==> src/rtl/pctt_pkg.sv <==
package pctt_pkg;

  localparam int SLOTS = 10;
  // count width holds 0..SLOTS, index width addresses 0..SLOTS-1
  localparam int CNT_W = $clog2(SLOTS + 1);
  localparam int IDX_W = (SLOTS > 1) ? $clog2(SLOTS) : 1;

  localparam int HANDLE_W = 8;
  localparam int PERIOD_W = 32;
  localparam int USED_W   = 4;
  localparam int MARK_W   = 7;

  // command codes
  localparam logic [1:0] CMD_TICK       = 2'd0;
  localparam logic [1:0] CMD_REGISTER   = 2'd1;
  localparam logic [1:0] CMD_UNREGISTER = 2'd2;
  localparam logic [1:0] CMD_NONE       = 2'd3;

  // result kinds
  localparam logic [1:0] KIND_REG_ANS   = 2'd0;
  localparam logic [1:0] KIND_UNREG_ANS = 2'd1;
  localparam logic [1:0] KIND_FIRE      = 2'd2;
  localparam logic [1:0] KIND_TICK_DONE = 2'd3;

  // register answer status
  localparam logic ST_ACCEPTED = 1'b0;
  localparam logic ST_FULL     = 1'b1;

  // millisecond mark periods
  localparam int MS_10   = 10;
  localparam int MS_20   = 20;
  localparam int MS_100  = 100;
  localparam int MS_200  = 200;
  localparam int MS_500  = 500;
  localparam int MS_1000 = 1000;

  typedef struct packed {
    logic [1:0]          command;
    logic [HANDLE_W-1:0] handle;
    logic [PERIOD_W-1:0] period_ms;
  } cmd_t;

  typedef struct packed {
    logic [1:0]          kind;
    logic                status;
    logic [HANDLE_W-1:0] fired_handle;
    logic [MARK_W-1:0]   mark_pulses;
    logic [USED_W-1:0]   used_slots;
    logic                last;
  } res_t;

endpackage

==> src/rtl/pctt_front.sv <==
module pctt_front (
  input  logic          clk,
  input  logic          rst_n,
  input  logic          push,
  output logic          full,
  input  pctt_pkg::cmd_t in_cmd,
  output logic          cmd_valid,
  output pctt_pkg::cmd_t cmd,
  input  logic          cmd_pop
);
  import pctt_pkg::*;

  // two-entry command queue; unused command codes are dropped on entry
  cmd_t       q_r [2];
  logic       wr_ptr_r, wr_ptr_nxt;
  logic       rd_ptr_r, rd_ptr_nxt;
  logic [1:0] cnt_r, cnt_nxt;
  logic       acc, store, take;

  assign full      = (cnt_r == 2'd2);
  assign cmd_valid = (cnt_r != 2'd0);
  assign cmd       = q_r[rd_ptr_r];

  assign acc   = push && !full;
  assign store = acc && (in_cmd.command != CMD_NONE);
  assign take  = cmd_pop && cmd_valid;

  always_comb begin
    wr_ptr_nxt = store ? ~wr_ptr_r : wr_ptr_r;
    rd_ptr_nxt = take ? ~rd_ptr_r : rd_ptr_r;
    cnt_nxt    = cnt_r;
    if (store && !take) begin
      cnt_nxt = cnt_r + 2'd1;
    end else if (take && !store) begin
      cnt_nxt = cnt_r - 2'd1;
    end
  end

  always_ff @(posedge clk) begin
    if (!rst_n) begin
      wr_ptr_r <= 1'b0;
      rd_ptr_r <= 1'b0;
      cnt_r    <= 2'd0;
    end else begin
      wr_ptr_r <= wr_ptr_nxt;
      rd_ptr_r <= rd_ptr_nxt;
      cnt_r    <= cnt_nxt;
    end
  end

  always_ff @(posedge clk) begin
    if (store) begin
      q_r[wr_ptr_r] <= in_cmd;
    end
  end

endmodule

==> src/rtl/pctt_outq.sv <==
module pctt_outq (
  input  logic           clk,
  input  logic           rst_n,
  input  logic           res_valid,
  input  pctt_pkg::res_t res,
  output logic           res_room,
  output logic           empty,
  output pctt_pkg::res_t out_res,
  input  logic           pop
);
  import pctt_pkg::*;

  // two-entry result queue
  res_t       q_r [2];
  logic       wr_ptr_r, wr_ptr_nxt;
  logic       rd_ptr_r, rd_ptr_nxt;
  logic [1:0] cnt_r, cnt_nxt;
  logic       put, take;

  assign res_room = (cnt_r != 2'd2);
  assign empty    = (cnt_r == 2'd0);
  assign out_res  = q_r[rd_ptr_r];

  assign put  = res_valid && res_room;
  assign take = pop && !empty;

  always_comb begin
    wr_ptr_nxt = put ? ~wr_ptr_r : wr_ptr_r;
    rd_ptr_nxt = take ? ~rd_ptr_r : rd_ptr_r;
    cnt_nxt    = cnt_r;
    if (put && !take) begin
      cnt_nxt = cnt_r + 2'd1;
    end else if (take && !put) begin
      cnt_nxt = cnt_r - 2'd1;
    end
  end

  always_ff @(posedge clk) begin
    if (!rst_n) begin
      wr_ptr_r <= 1'b0;
      rd_ptr_r <= 1'b0;
      cnt_r    <= 2'd0;
    end else begin
      wr_ptr_r <= wr_ptr_nxt;
      rd_ptr_r <= rd_ptr_nxt;
      cnt_r    <= cnt_nxt;
    end
  end

  always_ff @(posedge clk) begin
    if (put) begin
      q_r[wr_ptr_r] <= res;
    end
  end

endmodule

==> src/rtl/pctt_back.sv <==
module pctt_back (
  input  logic           clk,
  input  logic           rst_n,
  input  logic           cmd_valid,
  input  pctt_pkg::cmd_t cmd,
  output logic           cmd_pop,
  output logic           res_valid,
  output pctt_pkg::res_t res,
  input  logic           res_room
);
  import pctt_pkg::*;

  typedef enum logic [3:0] {
    S_IDLE  = 4'b0001,
    S_TICK  = 4'b0010,
    S_DONE  = 4'b0100,
    S_UNREG = 4'b1000
  } state_t;

  state_t state_r, state_nxt;

  logic [HANDLE_W-1:0] slot_handle_r  [SLOTS];
  logic [PERIOD_W-1:0] slot_period_r  [SLOTS];
  logic [PERIOD_W-1:0] slot_elapsed_r [SLOTS];

  logic [CNT_W-1:0]    total_r, total_nxt;
  logic [CNT_W-1:0]    idx_r, idx_nxt;
  logic [CNT_W-1:0]    keep_r, keep_nxt;
  logic [HANDLE_W-1:0] h_r, h_nxt;

  logic [3:0] c10_r, c10_nxt;
  logic [4:0] c20_r, c20_nxt;
  logic [6:0] c100_r, c100_nxt;
  logic [7:0] c200_r, c200_nxt;
  logic [8:0] c500_r, c500_nxt;
  logic [9:0] c1000_r, c1000_nxt;

  logic [IDX_W-1:0]    cur_ix, keep_ix, tail_ix;
  logic [PERIOD_W-1:0] el_inc;
  logic                hit, emit_fire, keep_slot;
  logic                reg_wr, tick_wr, cp_en, zero_en, mark_adv;
  logic [MARK_W-1:0]   marks;
  logic                w10, w20, w100, w200, w500, w1000;

  assign cur_ix    = idx_r[IDX_W-1:0];
  assign keep_ix   = keep_r[IDX_W-1:0];
  assign tail_ix   = total_r[IDX_W-1:0];
  assign el_inc    = slot_elapsed_r[cur_ix] + 32'd1;
  assign hit       = (el_inc >= slot_period_r[cur_ix]);
  assign emit_fire = hit && (slot_handle_r[cur_ix] != '0);
  assign keep_slot = (slot_handle_r[cur_ix] != h_r);

  // a mark is reached when its counter is about to wrap
  assign w10   = (c10_r == 4'(MS_10 - 1));
  assign w20   = (c20_r == 5'(MS_20 - 1));
  assign w100  = (c100_r == 7'(MS_100 - 1));
  assign w200  = (c200_r == 8'(MS_200 - 1));
  assign w500  = (c500_r == 9'(MS_500 - 1));
  assign w1000 = (c1000_r == 10'(MS_1000 - 1));
  assign marks = {w1000, w500, w200, w100, w20, w10, 1'b1};

  assign c10_nxt   = w10 ? '0 : c10_r + 4'd1;
  assign c20_nxt   = w20 ? '0 : c20_r + 5'd1;
  assign c100_nxt  = w100 ? '0 : c100_r + 7'd1;
  assign c200_nxt  = w200 ? '0 : c200_r + 8'd1;
  assign c500_nxt  = w500 ? '0 : c500_r + 9'd1;
  assign c1000_nxt = w1000 ? '0 : c1000_r + 10'd1;

  always_comb begin
    state_nxt  = state_r;
    total_nxt  = total_r;
    idx_nxt    = idx_r;
    keep_nxt   = keep_r;
    h_nxt      = h_r;
    cmd_pop    = 1'b0;
    res_valid  = 1'b0;
    res        = '0;
    res.used_slots = USED_W'(total_r);
    reg_wr     = 1'b0;
    tick_wr    = 1'b0;
    cp_en      = 1'b0;
    zero_en    = 1'b0;
    mark_adv   = 1'b0;
    case (state_r)
      S_IDLE: begin
        if (cmd_valid) begin
          case (cmd.command)
            CMD_REGISTER: begin
              if (res_room) begin
                cmd_pop   = 1'b1;
                res_valid = 1'b1;
                res.kind  = KIND_REG_ANS;
                res.last  = 1'b1;
                if (total_r < CNT_W'(SLOTS)) begin
                  reg_wr         = 1'b1;
                  total_nxt      = total_r + CNT_W'(1);
                  res.status     = ST_ACCEPTED;
                  res.used_slots = USED_W'(total_r + CNT_W'(1));
                end else begin
                  res.status = ST_FULL;
                end
              end
            end
            CMD_UNREGISTER: begin
              cmd_pop   = 1'b1;
              h_nxt     = cmd.handle;
              idx_nxt   = '0;
              keep_nxt  = '0;
              state_nxt = S_UNREG;
            end
            CMD_TICK: begin
              cmd_pop   = 1'b1;
              idx_nxt   = '0;
              state_nxt = S_TICK;
            end
            default: begin
              cmd_pop = 1'b1;
            end
          endcase
        end
      end
      S_TICK: begin
        if (idx_r < total_r) begin
          if (!emit_fire || res_room) begin
            tick_wr = 1'b1;
            idx_nxt = idx_r + CNT_W'(1);
            if (emit_fire) begin
              res_valid        = 1'b1;
              res.kind         = KIND_FIRE;
              res.fired_handle = slot_handle_r[cur_ix];
            end
          end
        end else begin
          state_nxt = S_DONE;
        end
      end
      S_DONE: begin
        if (res_room) begin
          res_valid       = 1'b1;
          res.kind        = KIND_TICK_DONE;
          res.mark_pulses = marks;
          res.last        = 1'b1;
          mark_adv        = 1'b1;
          state_nxt       = S_IDLE;
        end
      end
      S_UNREG: begin
        if (idx_r < total_r) begin
          // copy a kept slot down and clear the place it leaves; clear a removed slot
          cp_en   = keep_slot && (keep_r != idx_r);
          zero_en = !keep_slot || (keep_r != idx_r);
          idx_nxt = idx_r + CNT_W'(1);
          if (keep_slot) begin
            keep_nxt = keep_r + CNT_W'(1);
          end
        end else if (res_room) begin
          total_nxt      = keep_r;
          res_valid      = 1'b1;
          res.kind       = KIND_UNREG_ANS;
          res.used_slots = USED_W'(keep_r);
          res.last       = 1'b1;
          state_nxt      = S_IDLE;
        end
      end
      default: begin
        state_nxt = S_IDLE;
      end
    endcase
  end

  always_ff @(posedge clk) begin
    if (!rst_n) begin
      state_r <= S_IDLE;
      total_r <= '0;
      idx_r   <= '0;
      keep_r  <= '0;
      h_r     <= '0;
      c10_r   <= '0;
      c20_r   <= '0;
      c100_r  <= '0;
      c200_r  <= '0;
      c500_r  <= '0;
      c1000_r <= '0;
    end else begin
      state_r <= state_nxt;
      total_r <= total_nxt;
      idx_r   <= idx_nxt;
      keep_r  <= keep_nxt;
      h_r     <= h_nxt;
      if (mark_adv) begin
        c10_r   <= c10_nxt;
        c20_r   <= c20_nxt;
        c100_r  <= c100_nxt;
        c200_r  <= c200_nxt;
        c500_r  <= c500_nxt;
        c1000_r <= c1000_nxt;
      end
    end
  end

  always_ff @(posedge clk) begin
    if (!rst_n) begin
      for (int i = 0; i < SLOTS; i++) begin
        slot_handle_r[i]  <= '0;
        slot_period_r[i]  <= '0;
        slot_elapsed_r[i] <= '0;
      end
    end else begin
      if (reg_wr) begin
        slot_handle_r[tail_ix] <= cmd.handle;
        slot_period_r[tail_ix] <= cmd.period_ms;
      end
      if (tick_wr) begin
        slot_elapsed_r[cur_ix] <= hit ? '0 : el_inc;
      end
      if (zero_en) begin
        slot_handle_r[cur_ix]  <= '0;
        slot_period_r[cur_ix]  <= '0;
        slot_elapsed_r[cur_ix] <= '0;
      end
      if (cp_en) begin
        slot_handle_r[keep_ix]  <= slot_handle_r[cur_ix];
        slot_period_r[keep_ix]  <= slot_period_r[cur_ix];
        slot_elapsed_r[keep_ix] <= slot_elapsed_r[cur_ix];
      end
    end
  end

endmodule

==> src/rtl/periodic_callback_timer_table_core.sv <==
// periodic timer table with up to SLOTS timers, each a handle and a period in
// ticks. words enter through a two-word command queue (push/full) and results
// leave through a two-word result queue (empty/pop), so either side may stall.
// a register command is handled in the idle state of the table sequencer and
// answers with status 0, or status 1 when the table is full. an unregister is
// dispatched, walks every used slot, then answers; it removes every matching
// handle and packs the rest down in order. a tick is dispatched, walks the
// used slots, ends the walk and sends the tick-done word, waiting while the
// result queue is full; every slot whose count reaches its period emits a fire
// word if its handle is nonzero, then a tick-done word carries the 1, 10, 20,
// 100, 200, 500 and 1000 ms mark pulses. command code 3 is dropped at the
// queue and yields no word. the slot walk, one slot per cycle while the
// result queue has room, sets the rate
module periodic_callback_timer_table_core (
  input  logic        clk,
  input  logic        rst_n,
  // command side
  input  logic        push,
  output logic        full,
  input  logic [1:0]  in_command,
  input  logic [7:0]  in_handle,
  input  logic [31:0] in_period_ms,
  // result side
  output logic        empty,
  input  logic        pop,
  output logic [1:0]  out_kind,
  output logic        out_status,
  output logic [7:0]  out_fired_handle,
  output logic [6:0]  out_mark_pulses,
  output logic [3:0]  out_used_slots,
  output logic        out_last
);
  import pctt_pkg::*;

  cmd_t in_cmd;
  cmd_t cmd;
  logic cmd_valid;
  logic cmd_pop;
  res_t res;
  res_t out_res;
  logic res_valid;
  logic res_room;

  // pack the input word
  assign in_cmd.command   = in_command;
  assign in_cmd.handle    = in_handle;
  assign in_cmd.period_ms = in_period_ms;

  // front: command queue, drops unused codes
  pctt_front u_front (
    .clk       (clk),
    .rst_n     (rst_n),
    .push      (push),
    .full      (full),
    .in_cmd    (in_cmd),
    .cmd_valid (cmd_valid),
    .cmd       (cmd),
    .cmd_pop   (cmd_pop)
  );

  // back: slot table and sequencer that walks it
  pctt_back u_back (
    .clk       (clk),
    .rst_n     (rst_n),
    .cmd_valid (cmd_valid),
    .cmd       (cmd),
    .cmd_pop   (cmd_pop),
    .res_valid (res_valid),
    .res       (res),
    .res_room  (res_room)
  );

  // result queue toward the consumer
  pctt_outq u_outq (
    .clk       (clk),
    .rst_n     (rst_n),
    .res_valid (res_valid),
    .res       (res),
    .res_room  (res_room),
    .empty     (empty),
    .out_res   (out_res),
    .pop       (pop)
  );

  // unpack the result word
  assign out_kind         = out_res.kind;
  assign out_status       = out_res.status;
  assign out_fired_handle = out_res.fired_handle;
  assign out_mark_pulses  = out_res.mark_pulses;
  assign out_used_slots   = out_res.used_slots;
  assign out_last         = out_res.last;

endmodule

==> config.mk <==
export PLATFORM = sky130hd
export DESIGN_NAME = periodic_callback_timer_table_core
export DESIGN_NICKNAME = d
export VERILOG_FILES = /design/src/rtl/pctt_pkg.sv /design/src/rtl/pctt_front.sv /design/src/rtl/pctt_outq.sv /design/src/rtl/pctt_back.sv /design/src/rtl/periodic_callback_timer_table_core.sv
export SDC_FILE = /design/constraint.sdc
export NUM_CORES = 2
export LEC_CHECK = 0
export BUFFER_PORTS_ARGS = -buffer_cell sky130_fd_sc_hd__buf_2
export CAP_MARGIN = 30
export CORE_ASPECT_RATIO = 1.5
export CORE_MARGIN = 2
export CORE_UTILIZATION = 60
export DETAILED_ROUTE_END_ITERATION = 6
export MAX_ROUTING_LAYER = met4
export PLACE_DENSITY = 0.81
export RECOVER_POWER = 50
export SYNTH_ARGS = -nofsm -noshare
export SYNTH_HDL_FRONTEND = slang
export SYNTH_SLANG_ARGS = --single-unit
==> constraint.sdc <==
create_clock -name clk -period 28.3 [get_ports clk]
set_input_delay 2.83 -clock clk [delete_from_list [all_inputs] [get_ports clk]]
set_output_delay 2.83 -clock clk [all_outputs]
set_load 0.005 [all_outputs]
# Word-level counts from Yosys, hierarchy flattened
# Memories as Yosys holds them, arrays and structs flattened. A register that Yosys moved wholly into a read port is not among the register bits.
# Index checks and enable logic that the tools add are counted.
[totals] word_cells=253 reg_bits=75 out_inout_bits=25 ram_bits=850 input_bits=46 mem_count=5
[memory_table] memory="u_back.slot_elapsed_r" words=10 width=32 read_ports=1 rd_ports_with_merged_regs=1 write_ports=10 line_no="pctt_back.sv:24" text="logic [PERIOD_W-1:0] slot_elapsed_r [SLOTS];"
[memory_table] memory="u_back.slot_period_r" words=10 width=32 read_ports=1 rd_ports_with_merged_regs=1 write_ports=10 line_no="pctt_back.sv:23" text="logic [PERIOD_W-1:0] slot_period_r [SLOTS];"
[memory_table] memory="u_front.q_r" words=2 width=42 read_ports=1 rd_ports_with_merged_regs=1 write_ports=1 line_no="pctt_front.sv:14" text="cmd_t q_r [2];"
[memory_table] memory="u_back.slot_handle_r" words=10 width=8 read_ports=1 rd_ports_with_merged_regs=1 write_ports=10 line_no="pctt_back.sv:22" text="logic [HANDLE_W-1:0] slot_handle_r [SLOTS];"
[memory_table] memory="u_outq.q_r" words=2 width=23 read_ports=1 rd_ports_with_merged_regs=1 write_ports=1 line_no="pctt_outq.sv:14" text="res_t q_r [2];"
[op_classes] addsub=14 n_bitwise=5 n_lt_le_gt_ge=3 n_mux=136 n_eq_ne=30 reduce_logical=43
[ops] cell="two-way mux 32 bit" n=7
[ops] cell="OR reduction 32 bit" n=5
[ops] cell="two-way mux 4 bit" n=34
[ops] cell="two-way mux 8 bit" n=8
[ops] cell="two-way mux 1 bit" n=56
[ops] cell="adder 32 x 1 -> 32 bit (second input constant)" n=1
[ops] cell="greater-or-equal comparator 32 bit" n=1
[ops] cell="one-hot mux 4 bit (2 select lines)" n=4
[ops] cell="two-way mux 5 bit" n=6
[ops] cell="OR reduction 8 bit" n=3
[ops] cell="two-way mux 7 bit" n=3
[ops] cell="two-way mux 2 bit" n=9
[ops] cell="adder 4 x 1 -> 4 bit (second input constant)" n=4
[ops] cell="inequality test 2 bit (second input constant)" n=8
[ops] cell="one-hot mux 4 bit (4 select lines)" n=1
[ops] cell="inequality test 2 x 1 -> 1 bit (second input constant)" n=6
[ops] cell="one-hot mux 4 bit (3 select lines)" n=1
[ops] cell="AND reduction 6 bit" n=2
[ops] cell="logical AND 1 bit" n=11
[ops] cell="adder 10 x 1 -> 10 bit (second input constant)" n=1
[ops] cell="== test 10 bit (second input constant)" n=1
[ops] cell="two-way mux 10 bit" n=1
[ops] cell="adder 9 x 1 -> 9 bit (second input constant)" n=1
[ops] cell="== test 9 bit (second input constant)" n=1
[ops] cell="other kinds (36)" n=56

# Longest topological paths before layout
[depth] word_depth=14 mapped_depth=31 mapped_depth_nobuf=23

# Cells and area by module
# A second synthesis with hierarchy kept.
[unflattened] hier_cells=5139 area_unflattened_um2=67349.6
[by_module_without_submodules] mod="pctt_back" cells_each=4888 n_inst=1 area_per_inst_um2=62185.9 seq_area_each_um2=36014.5
[by_module_without_submodules] mod="pctt_front" cells_each=156 n_inst=1 area_per_inst_um2=3273.1 seq_area_each_um2=2622.5
[by_module_without_submodules] mod="pctt_outq" cells_each=95 n_inst=1 area_per_inst_um2=1890.6 seq_area_each_um2=1481.4

# Worst setup path before layout
# No wires, ideal clock.
[synth_timing] path_kind="register -> register" startpoint="reg with a tool-made name" endpoint="mem u_back.slot_elapsed_r[9][0] (enable)" synth_period_minus_slack_ns=9.567 slack_ns=18.733 n_path_buf=12 stages_incl_launch_ff=27 setup_ns=0.533 arrival_ns=9.034 cell_sequence="dfxtp_1 > buf_6 > buf_12 > buf_8 > buf_6 > buf_4 > buf_6 > buf_2 > buf_2 > clkbuf_1 > buf_1 > mux4_2 > nor2_1 > nor2_1 > o21ai_1 > clkbuf_1 > ha_1 > a21o_1 > a21o_1 > a21o_1 > a221o_1 > a211o_1 > o311ai_1 > and2_1 > clkbuf_1 > nor2_1 > o311ai_0"
[synth_rtl] item="end: declaration" line_no="pctt_back.sv:24"

==> impl_metrics.csv <==
group,metric,value,unit
yosys,avgSynthCellArea,13.9,um^2
worst_setup_path,cp.arrival,14.81,ns
placement,gp_congestion,0.948,
yosys,synth_seq_area_share,62.2,%
detailed_routing,ant_nets,0,
yosys,ys_top_cells_by_area,"edfxtp_1 60%, mux4_2 8.9%, o32ai_1 4.7%",
min_path,whs_path_depth,2,
detailed_routing,dr.max_layer_used,"met4",
global_routing,grt_overflow_total,0,
floorplan,coreArea,0.107,mm^2
global_routing,grt_use_total,37.1,%
pwr,p_leak,21.5,nW
global_routing,grt_pass1_vias,46900,
timing,rsz0062_at_grt,"false",
timing,post-route-period-util,51.2,%
worst_setup_path,r2r_setup_slack,16.14,ns
detailed_routing,routedWlPerCell,33.6,um
timing,tns,0,ns
min_path,min_from,"u_back.c1000_r[1]$_SDFFE_PN0P_",
final_layout,drive_above_1_share,16.5,%
floorplan,die_h,406,um
clock_tree,clock_latency,0.79,ns
floorplan,fp-row-count,147,
timing,fin_crit,14.49,ns
worst_setup_path,cp_max_fo,47,
timing,hold_viol_final,0,
clock_tree,cts_max_level,3,
yosys,yosys_most_used_dff,"edfxtp_1",
global_routing,grt_max_degree,107,
run_status,failed_checks,"capacitance limit, slew limit",
timing,max_slew_margin,-213,%
yosys,yosysTopAreaCell,"edfxtp_1",
run_status,status,"finished, violations left",
worst_setup_path,cp-start-kind,"input port",
worst_setup_path,r2r-end,"u_back.slot_period_r[4][19]$_DFFE_PP_",
placement,dpl.hpwl,108000,um
detailed_routing,wl_met2,95400,um
final_layout,nets,4538,
min_path,min_to,"u_back.c1000_r[1]$_SDFFE_PN0P_",
detailed_routing,wl_met3,28100,um
yosys,synthCells,4629,
floorplan,die_area,0.110,mm^2
pwr,ir_drop,0.0000621,V
worst_setup_path,path_class,"in2reg",
placement,portBuffers,70,
yosys,syn-num-nets,4724,
timing,worstMarginPinSlew,4.70,ns
worst_setup_path,endpoint_kind,"flip-flop",
detailed_routing,viasPerCell,7.84,
detailed_routing,wl_met1,60200,um
timing,skew,0.0432,ns
yosys,synth_edf_count,1282,
global_routing,antenna_found_initial,4,
job,maxCapViolations,45,
clock_tree,clock-root-buffer,"clkbuf_16",
min_path,min_path_type,"reg2reg",
worst_setup_path,cp.required,28.61,ns
detailed_routing,drc_errors,0,
timing,hold_ws,0.473,ns
clock_tree,cts_resized,0,
yosys,netlist_area,0.0645,mm^2
detailed_routing,drtIter0Drc,7880,
global_routing,grt_pass1_wl,294000,um
yosys,synthArstFlopShare,0,%
clock_tree,clock_path_buffers,3,
timing,fmax,69.0,MHz
yosys,yosysTopAreaCellShare,59.7,%
timing,setup_violations,0,
pwr,power.density,61.5,mW/mm^2
yosys,yosysWarnings,0,
clock_tree,cts_tree,"done",
clock_tree,cts.clk_slew.worst_paths,0.06,ns
detailed_routing,drt_pass1_iterations,7,
clock_tree,numClockSinks,1363,
worst_setup_path,r2r_cells,14,
clock_tree,postCtsSetupBuffers,0,
yosys,synthDistinctLibCells,89,
detailed_routing,vias,46700,
clock_tree,hold_buffers,0,
floorplan,num_io_pins,71,
floorplan,start_util,60.4,%
floorplan,die_w,272,um
detailed_routing,drt_wl_total,200000,um
timing,drv_slew,1657,
final_layout,area_growth,7.57,%
clock_tree,cts_made_buffers,116,
yosys,synth-seq-cells,1363,
yosys,synth_common_cells,"1,282 x edfxtp_1, 505 x o21ai_0, 343 x o32ai_1",
yosys,yosysMostFrequentCell,"edfxtp_1",
## how the worst max path moves through the flow
stage	startpoint	slack (ns)	endpoint	depth (start not counted)
after floorplan	flip-flop	18.73	u_back.slot_elapsed_r[9][0]$_DFFE_PP_	26
after global placement	flip-flop	18.32	u_back.slot_elapsed_r[0][1]$_DFFE_PP_	24
after detailed placement	flip-flop	18.12	u_back.slot_elapsed_r[1][4]$_DFFE_PP_	24
after CTS	flip-flop	18.01	u_back.slot_elapsed_r[1][7]$_DFFE_PP_	25
after global routing	rst_n	14.00	u_back.slot_period_r[6][21]$_DFFE_PP_	12
final	rst_n	13.81	u_back.slot_period_r[6][21]$_DFFE_PP_	12
## kinds of logic after synthesis
group,share of synthesized area [%]
buf+inv,4.11
mux,11.8
xor+xnor,1.23
fa+ha+maj,0.951
flops,62.2
simple gates,5.20
compound gates,14.5
## layout by cell type (no fill, tap or decap), types with 14 or more instances in the layout
cell type,n
a221oi_1,15
nand2b_1,17
nor3_1,20
buf_4,118
dfxtp_1,76
nor2b_1,16
o22ai_1,336
nand3_1,77
clkbuf_1,100
nand4_1,30
nand2_1,218
or3_1,14
xor2_1,34
clkinv_2,18
o21ai_1,43
clkinv_1,24
mux4_2,254
mux2_2,65
o21ai_0,495
a21o_1,15
ha_1,49
inv_1,22
xnor2_1,44
nor2_1,231
buf_2,35
clkbuf_16,118
or2_2,16
o211ai_1,20
o32ai_1,342
edfxtp_1,1282
mux2i_1,83
a21oi_1,47
## where the power goes
| part | leakage [nW] | total (mW) | internal [mW] | switching [mW] |
|---|---|---|---|---|
| sequential | 12.9 | 2.31 | 2.28 | 0.0306 |
| combinational | 6.70 | 0.328 | 0.106 | 0.222 |
| clock | 1.84 | 1.63 | 0.877 | 0.751 |
## registers in the layout, indices dropped and copies added, names as in the netlist, 4 cells and up, named ones only
signal and count:
u_back.slot_elapsed_r 512, u_front.q_r 84, u_back.c100_r 7, u_back.slot_period_r 512, u_back.c200_r 8, u_back.cur_ix 4
u_back.keep_ix 4, u_back.state_r 4, u_outq.q_r 46, u_back.slot_handle_r 128, u_back.c10_r 4, u_back.c1000_r 10
u_back.c20_r 5, u_back.tail_ix 4, u_back.c500_r 9, u_back.h_r 8
## per-stage QoR
step | setup WS (ns) | cells | cell area (um^2) | total power, mW | util, %
final | 13.81 | 5958 | 69400 | 4.26 | 64.9
after global routing | 14.00 | 5957 | 69400 | 4.35 | 64.9
after CTS | 18.01 | 5951 | 69700 | 4.25 | 65.3
after detailed placement | 18.12 | 5736 | 66000 | 2.67 | 61.7
after global placement | 18.32 | 5724 | 65800 | 2.65 | 61.6
after floorplan | 18.73 | 4629 | 64500 | 2.54 | -
## area by class of cell
class                           instances  area, um^2
Sequential cell                      1363       40100
Tap cell                             1415        1770
Inverter                               25        98.8
Timing Repair Buffer                  238        1520
Antenna cell                            3        7.51
Multi-Input combinational cell       2699       22100
Clock buffer                          147        3090
Fill cell                            7205       37500
Clock inverter                         68         686
## critical path, stage by stage
cell       delay, ns
buf_2           0.07
clkbuf_1        2.10
inv_1           0.35
clkbuf_1        1.01
a2111oi_0       0.91
and2_0          0.33
and2_1          0.16
clkbuf_1        0.55
nand3_1         1.69
clkbuf_1        1.69
nand3_2         0.40
clkbuf_1        2.61
## routing by layer
| layer | track usage [%] | up-vias |
|---|---|---|
| met2 | 58.3 | 4509 |
| li1 | - | 18400 |
| met5 | - | - |
| met1 | 41.4 | 22600 |
| met4 | 26.0 | 0 |
| met3 | 9.82 | 1240 |
Note: power is estimated with default switching activity, not from simulation.
